--- src/hw/rtl/unicycle_linearizing_control_sim_core_assert.svh ---
// Assertion macros for the unicycle linearizing control core.
`ifndef UNICYCLE_LINEARIZING_CONTROL_SIM_CORE_ASSERT_SVH
`define UNICYCLE_LINEARIZING_CONTROL_SIM_CORE_ASSERT_SVH
`ifndef ASSERT_OFF
`define ULC_ASSERT_IMP(label, clk, rst, ante, cons) \
   label: assert property (@(posedge clk) disable iff (rst) (ante) |-> (cons)) \
      else $error("assertion failed");
`define ULC_ASSERT_NEXT(label, clk, rst, ante, cons) \
   label: assert property (@(posedge clk) disable iff (rst) (ante) |=> (cons)) \
      else $error("assertion failed");
`else
`define ULC_ASSERT_IMP(label, clk, rst, ante, cons)
`define ULC_ASSERT_NEXT(label, clk, rst, ante, cons)
`endif
`endif

--- src/hw/rtl/ulc_pkg.sv ---
// Shared types, constants and tables for the unicycle linearizing control core.
package ulc_pkg;
   localparam int FRAC_BITS_DEF = 16;
   localparam int CORDIC_ITER_DEF = 16;
   localparam logic [31:0] STEP_TIME_RESET = 32'd429497;
   localparam logic [9:0] SUBSTEP_RESET = 10'd500;
   localparam logic signed [31:0] CORDIC_GAIN_Q30 = 32'sd652032874;
   localparam logic [31:0] INV_TWO_PI_Q32 = 32'd683565276;
   localparam logic [0:0] CSR_STEP_TIME = 1'b0;
   localparam logic [0:0] CSR_SUBSTEPS = 1'b1;

   // datapath operations
   localparam logic [3:0] OP_NOP = 4'd0;
   localparam logic [3:0] OP_LOAD = 4'd1;   // latch command, start divide of dt
   localparam logic [3:0] OP_SPEED = 4'd2;  // speed += accel*T
   localparam logic [3:0] OP_CSTART = 4'd3; // start CORDIC on heading
   localparam logic [3:0] OP_CSTEP = 4'd4;
   localparam logic [3:0] OP_ACCEL = 4'd5;  // new accel, numerator; start div
   localparam logic [3:0] OP_DSTEP = 4'd6;  // one divider step
   localparam logic [3:0] OP_WDONE = 4'd7;
   localparam logic [3:0] OP_POS = 4'd8;    // move pose
   localparam logic [3:0] OP_VEL = 4'd9;    // velocity from sin/cos
   localparam logic [3:0] OP_OUT = 4'd10;

   typedef struct packed {
      logic [3:0] op;
      logic dmode;  // 0: dt divide, 1: turn-rate divide
   } cmd_type;

   typedef struct packed {
      logic cordic_done;
      logic div_done;
      logic last_substep;
   } sts_type;

   function automatic logic signed [31:0] sat32(input logic signed [65:0] v);
      if (v > 66'sd2147483647) return 32'sh7FFFFFFF;
      if (v < -66'sd2147483648) return 32'sh80000000;
      return v[31:0];
   endfunction

   function automatic logic [31:0] atan_turn(input logic [4:0] i);
      case (i)
         5'd0: return 32'h20000000; 5'd1: return 32'h12E4051E;
         5'd2: return 32'h09FB385B; 5'd3: return 32'h051111D4;
         5'd4: return 32'h028B0D43; 5'd5: return 32'h0145D7E1;
         5'd6: return 32'h00A2F61E; 5'd7: return 32'h00517C55;
         5'd8: return 32'h0028BE53; 5'd9: return 32'h00145F2F;
         5'd10: return 32'h000A2F98; 5'd11: return 32'h000517CC;
         5'd12: return 32'h00028BE6; 5'd13: return 32'h000145F3;
         5'd14: return 32'h0000A2FA; 5'd15: return 32'h0000517D;
         5'd16: return 32'h000028BE; 5'd17: return 32'h0000145F;
         5'd18: return 32'h00000A30; 5'd19: return 32'h00000518;
         5'd20: return 32'h0000028C; 5'd21: return 32'h00000146;
         5'd22: return 32'h000000A3; 5'd23: return 32'h00000051;
         5'd24: return 32'h00000029; 5'd25: return 32'h00000014;
         5'd26: return 32'h0000000A; 5'd27: return 32'h00000005;
         5'd28: return 32'h00000003; 5'd29: return 32'h00000001;
         default: return 32'h0;
      endcase
   endfunction
endpackage

--- src/hw/rtl/ulc_ctrl.sv ---
// Sequencer for the core: walks each tick through its datapath operations.
module ulc_ctrl #(
   parameter int CORDIC_ITERATIONS = 16
) (
   input logic clock,
   input logic reset,
   input logic in_valid,
   output logic in_ready,
   output logic out_valid,
   input logic out_ready,
   input ulc_pkg::sts_type sts,
   output ulc_pkg::cmd_type cmd
);
   import ulc_pkg::*;
   localparam logic [3:0] S_IDLE = 4'd0, S_DT = 4'd1, S_SPEED = 4'd2, S_C0 = 4'd3,
      S_C0R = 4'd4, S_ACC = 4'd5, S_DIV = 4'd6, S_WD = 4'd7, S_POS = 4'd8,
      S_C1 = 4'd9, S_C1R = 4'd10, S_VEL = 4'd11, S_OUT = 4'd12, S_HOLD = 4'd13;
   localparam int CW = $clog2(CORDIC_ITERATIONS + 1);
   logic [3:0] state_ff, state_in;
   logic [CW-1:0] cnt_ff, cnt_in;
   logic ovalid_ff, ovalid_in;

   assign in_ready = (state_ff == S_IDLE);
   assign out_valid = ovalid_ff;

   always_comb begin
      state_in = state_ff;
      cnt_in = cnt_ff;
      ovalid_in = ovalid_ff & ~out_ready;
      cmd = '{op: OP_NOP, dmode: 1'b0};
      case (state_ff)
         S_IDLE: begin
            if (in_valid) begin
               cmd.op = OP_LOAD;
               state_in = S_DT;
            end
         end
         S_DT: begin
            cmd.op = OP_DSTEP;
            if (sts.div_done) state_in = S_SPEED;
         end
         S_SPEED: begin
            cmd.op = OP_SPEED;
            state_in = S_C0;
         end
         S_C0: begin
            cmd.op = OP_CSTART;
            cnt_in = '0;
            state_in = S_C0R;
         end
         S_C0R: begin
            cmd.op = OP_CSTEP;
            cnt_in = cnt_ff + 1'b1;
            if (cnt_ff == CW'(CORDIC_ITERATIONS - 1)) state_in = S_ACC;
         end
         S_ACC: begin
            cmd.op = OP_ACCEL;
            cmd.dmode = 1'b1;
            state_in = S_DIV;
         end
         S_DIV: begin
            cmd.op = OP_DSTEP;
            cmd.dmode = 1'b1;
            if (sts.div_done) state_in = S_WD;
         end
         S_WD: begin
            cmd.op = OP_WDONE;
            state_in = S_POS;
         end
         S_POS: begin
            cmd.op = OP_POS;
            state_in = S_C1;
         end
         S_C1: begin
            cmd.op = OP_CSTART;
            cnt_in = '0;
            state_in = S_C1R;
         end
         S_C1R: begin
            cmd.op = OP_CSTEP;
            cnt_in = cnt_ff + 1'b1;
            if (cnt_ff == CW'(CORDIC_ITERATIONS - 1)) state_in = S_VEL;
         end
         S_VEL: begin
            cmd.op = OP_VEL;
            state_in = sts.last_substep ? S_OUT : S_POS;
         end
         S_OUT: begin
            if (!ovalid_ff) begin
               cmd.op = OP_OUT;
               ovalid_in = 1'b1;
               state_in = S_HOLD;
            end
         end
         S_HOLD: begin
            state_in = S_IDLE;
         end
         default: state_in = S_IDLE;
      endcase
   end

   always_ff @(posedge clock) begin
      if (reset) begin
         state_ff <= S_IDLE;
         cnt_ff <= '0;
         ovalid_ff <= 1'b0;
      end else begin
         state_ff <= state_in;
         cnt_ff <= cnt_in;
         ovalid_ff <= ovalid_in;
      end
   end
endmodule

--- config.mk ---
export PLATFORM = sky130hd
export DESIGN_NAME = ulc_ctrl
export DESIGN_NICKNAME = d
export VERILOG_FILES = /design/src/hw/rtl/unicycle_linearizing_control_sim_core_assert.svh /design/src/hw/rtl/ulc_pkg.sv /design/src/hw/rtl/ulc_ctrl.sv
export SDC_FILE = /design/constraint.sdc
export NUM_CORES = 1
export LEC_CHECK = 0
export BUFFER_PORTS_ARGS = -buffer_cell sky130_fd_sc_hd__clkbuf_2
export CORE_MARGIN = 3
export CORE_UTILIZATION = 47
export CTS_CLUSTER_SIZE = 40
export DETAILED_ROUTE_END_ITERATION = 8
export PLACE_DENSITY = 0.68
export SKIP_LAST_GASP = 1
export SYNTH_ARGS = -nofsm -noshare
export SYNTH_HDL_FRONTEND = slang
export SYNTH_SLANG_ARGS = --single-unit
--- constraint.sdc ---
create_clock -name clock -period 1.3 [get_ports clock]
set_clock_uncertainty 0.05 [all_clocks]
set_input_delay 0.26 -clock clock [delete_from_list [all_inputs] [get_ports clock]]
set_output_delay 0.26 -clock clock [all_outputs]
set_load 0.1 [all_outputs]
==> impl_metrics.tcl, run 1 <==
set metrics [dict create \
    seq_area_frac_synth_pct 27.6 \
    ys_ff_latch 10 \
    ioPinCount 14 \
    postSynthAreaPerCell_um2 8.33 \
    synthArstFlopShare_pct 0 \
    cts_sinks 10 \
    synth_edf_count 0 \
    outcome "did not finish" \
    port_buffers 12 \
    synthDistinctLibCells 40 \
    cts_buffers 3 \
    ctsHtreeMaxLevel 1 \
    firstError "[ERROR DPL-0038] Utilization greater than 100%, impossible to legalize" \
    die_h_um 45.3 \
    placementRows 13 \
    cts_hold_buf 0 \
    dp_cells 136 \
    cts_resized 20 \
    clock_path_buffers 2 \
    start_util_pct 53.0 \
    synth_ff_type "dfxtp_1" \
    synth_nets 96 \
    synth_area_um2 724 \
    stop_stage "clock tree synthesis" \
    die_w_um 45.3 \
    gp_congestion 0.890 \
    cts_root_buf "clkbuf_4" \
    postCtsSetupRepairBufs 7 \
    syn_inst 87 \
    ys_warn_count 0 \
    dp_hpwl_mm 1.95 \
]
## cell usage after synthesis (all sizes together) (2+ instances only)
library cell | instances | area (µm²)
nor4b | 2 | 17.5
nand2b | 2 | 12.5
clkbuf | 3 | 11.3
nor2 | 10 | 37.5
a21oi | 4 | 20.0
buf | 5 | 38.8
nor3 | 5 | 25.0
nor2b | 3 | 18.8
nand2 | 2 | 7.51
a31oi | 4 | 40.0
and3 | 2 | 12.5
a221o | 3 | 30.0
dfxtp | 10 | 200
a22o | 2 | 17.5
o21ai | 3 | 15.0
inv | 5 | 18.8
ha | 2 | 25.0
o32ai | 2 | 17.5
## metrics by stage
stage	instance area (µm²)	setup WS, ns	setup TNS (ns)	hold WS (ns)	util, %
after floorplan	900	-0.693	-2.38	0.269	-
after global placement	1220	-0.222	-1.99	0.403	89.2
after detailed placement	1220	-0.285	-2.50	0.452	89.2
## logic make-up after synthesis
group / Yosys count / share of synthesized area [%]
AO/OA/AOI/OAI: 23 / 26.6
AND/OR/NAND/NOR: 36 / 28.7
adder cells (fa/ha/maj): 2 / 3.45
buffers and inverters: 13 / 9.50
multiplexers: 2 / 2.94
XOR/XNOR: 1 / 1.21
flip-flops: 10 / 27.6
==> run 2, diff against run 1 <==
- CORE_AREA: default -> 3 3 64 66
- CORE_MARGIN: 3 -> default
- CORE_UTILIZATION: 47 -> default
- CTS_CLUSTER_SIZE: 40 -> default
- DIE_AREA: default -> 0 0 67 69
- PLACE_DENSITY: 0.68 -> default
- PLACE_DENSITY_LB_ADDON: default -> 0.15
- clock period: 1.3 -> 1.7 ns (I/O delays scaled with it)
==> impl_metrics.tcl, run 2 <==
set metrics [dict create \
    power.leakage_nw 0.550 \
    ctsHtreeMaxLevel 1 \
    cts_tree "yes" \
    end_kind "output pin" \
    setup-violations-final 4 \
    place_ws_ns 0.000796 \
    slew_headroom_pct 64.0 \
    clkLatencyLatePin_ns 0.24 \
    syn_inst 87 \
    maxCapViolCount 0 \
    clock_path_buffers 2 \
    violations "negative setup slack" \
    grt_max_degree 10 \
    grt_remaining_overflow 0 \
    synth_nets 96 \
    setup_ws_ns -0.0303 \
    num_vias 790 \
    min_to "out_valid" \
    p_per_area_nw_per_um2 1040 \
    cts_hold_buf 0 \
    worst_setup_path_start_kind "flip-flop" \
    routed_via_density 4.62 \
    start_util_pct 19.9 \
    critPathArrivalTime_ns 1.34 \
    postSynthAreaPerCell_um2 8.33 \
    dp_hpwl_mm 1.50 \
    min_period_ns 1.73 \
    wl_per_cell_um 12.6 \
    drive_gt1_share_pct 54.5 \
    fp.dieArea_um2 4620 \
    r2r_start "state_ff[1]" \
    min_path_cells 2 \
    firstDrtPassIters 2 \
    synth_area_um2 724 \
    drtIter0Drc 25 \
    critPathKind "flip-flop to output pin" \
    clkTransAtPathRegs_ns 0.05 \
    slew_viol_final 0 \
    coreArea_um2 3630 \
    placementRows 22 \
    hold_viol 0 \
    fill_cells 389 \
    r2r_slack_ns 0.04 \
    cts_buffers 3 \
    wl_mm 2.15 \
    synth_top_cells_by_count "dfxtp_1, nor2_1, inv_1, nor3_1, a21oi_1" \
    ioPinCount 14 \
    peakVddDrop_uv 524 \
    die_h_um 69 \
    fmax_mhz 578 \
    die_w_um 67 \
    antenna_found_initial 0 \
    worstHoldPathType "input port to flip-flop" \
    total_power_w 0.00133 \
    gp_congestion 0.712 \
    largest_register_ffs 5 \
    finalCritPeriodShare_pct 102 \
    synth_edf_count 0 \
    yosysTopAreaCell "dfxtp_1" \
    r2r_cells 6 \
    cts_sinks 10 \
    cp.required_ns 1.31 \
    tightest_slew_ns 0.542 \
    layout_common_cells "buf_4, nor2_1, clkbuf_2, buf_12" \
    port_buffers 12 \
    grt_usage_pct 9.82 \
    synth_ff_type "dfxtp_1" \
    seq_area_frac_synth_pct 27.6 \
    layout_commonest_cell "buf_4" \
    n_antenna_cell 0 \
    synthDistinctLibCells 40 \
    outcome "finished, violations left" \
    syn_to_final_growth_pct 76.7 \
    cts_root_buf "clkbuf_8" \
    synthArstFlopShare_pct 0 \
    ys_ff_latch 10 \
    ant_nets 0 \
    grt_pass1_wl_mm 3.55 \
    min-delay-start "reset" \
    grt_pass1_vias 782 \
    synth_top_area_share_pct 27.6 \
    route.detailed.drc 0 \
    crit_fanout 9 \
    ys_warn_count 0 \
    regMostFlops "cnt_ff" \
    rr_endpoint "cnt_ff[2]" \
    rsz0062_at_grt "yes" \
    yosys-top-cells-area "dfxtp_1, nor2_1, a221o_1, ha_1, nor3_1" \
    fin_nets 133 \
]
[run 2: area by class of cell]
class	count	area, µm²	share of cell area (%)
Inverter	5	18.8	1.47
Clock buffer	4	55.1	4.30
Multi-Input combinational cell	64	556	43.4
Tap cell	48	60.1	4.69
Timing Repair Buffer	40	372	29.0
Sequential cell	10	219	17.1
[run 2: cell families (layout without fill, tap and decap cells)]
family / count (synthesis) / in the layout / share of synthesized area, %
compound gates: 23 / 23 / 26.6
fa+ha+maj: 2 / 2 / 3.45
simple gates: 36 / 36 / 28.7
buf+inv: 13 / 49 / 9.50
flops: 10 / 10 / 27.6
mux: 2 / 2 / 2.94
xor+xnor: 1 / 1 / 1.21
[run 2: metrics by stage]
step / setup TNS, ns / hold slack [ns] / instance area (µm²) / std cells / util [%]
4_1_cts: -0.133 / 0.296 / 1220 / 167 / 33.6
3_5_place_dp: 0 / 0.414 / 1070 / 155 / 29.4
6_report: -0.0717 / 0.310 / 1280 / 171 / 35.2
2_1_floorplan: -0.863 / 0.349 / 833 / 87 / -
5_1_grt: -0.447 / 0.319 / 1280 / 171 / 35.2
3_3_place_gp: 0 / 0.410 / 1070 / 155 / 29.4
[run 2: per-layer routing]
metal | share of wire, % | global-route usage, % | vias up | wire length [µm]
met5 | 0 | 0 | - | 0
met4 | 0.42 | 1.35 | 0 | 9
met3 | 4.9 | 3.91 | 2 | 106
met2 | 47 | 16.4 | 12 | 1020
met1 | 47 | 12.0 | 383 | 1010
li1 | - | - | 393 | -
[run 2: worst max-delay path: stages (launching register included)]
cell     delay (ns)
dfxtp_4        0.42
nand2_1        0.15
o32ai_4        0.32
buf_12         0.21
[run 2: repair_timing]
action                                  CTS  global route
endpoints found under the setup margin    9             9
setup buffers                             8             4
resized for setup                        12            10
gates cloned                              0             0
pin swaps                                 1             6
hold endpoints to repair                  0             0
[run 2: worst max path at each step]
stage | cells past startpoint | from | endpoint | slack (ns)
global route | 4 | state_ff[1] | cmd[1] | -0.1
finish | 3 | state_ff[1] | cmd[3] | -0.03
CTS | 3 | state_ff[1] | cmd[3] | -0.06
global placement | 5 | state_ff[0] | cnt_ff[0] | 0.01
detailed placement | 4 | state_ff[3] | cnt_ff[0] | 0.0008
floorplan | 3 | state_ff[3] | in_ready | -0.37
[run 2: power by group]
group          total (W)  switching [W]  internal (W)
combinational   0.000741       0.000427      0.000314
sequential      0.000293      0.0000422      0.000251
clock           0.000297      0.0000938      0.000204
No activity file was read; power rests on OpenSTA's default activity.
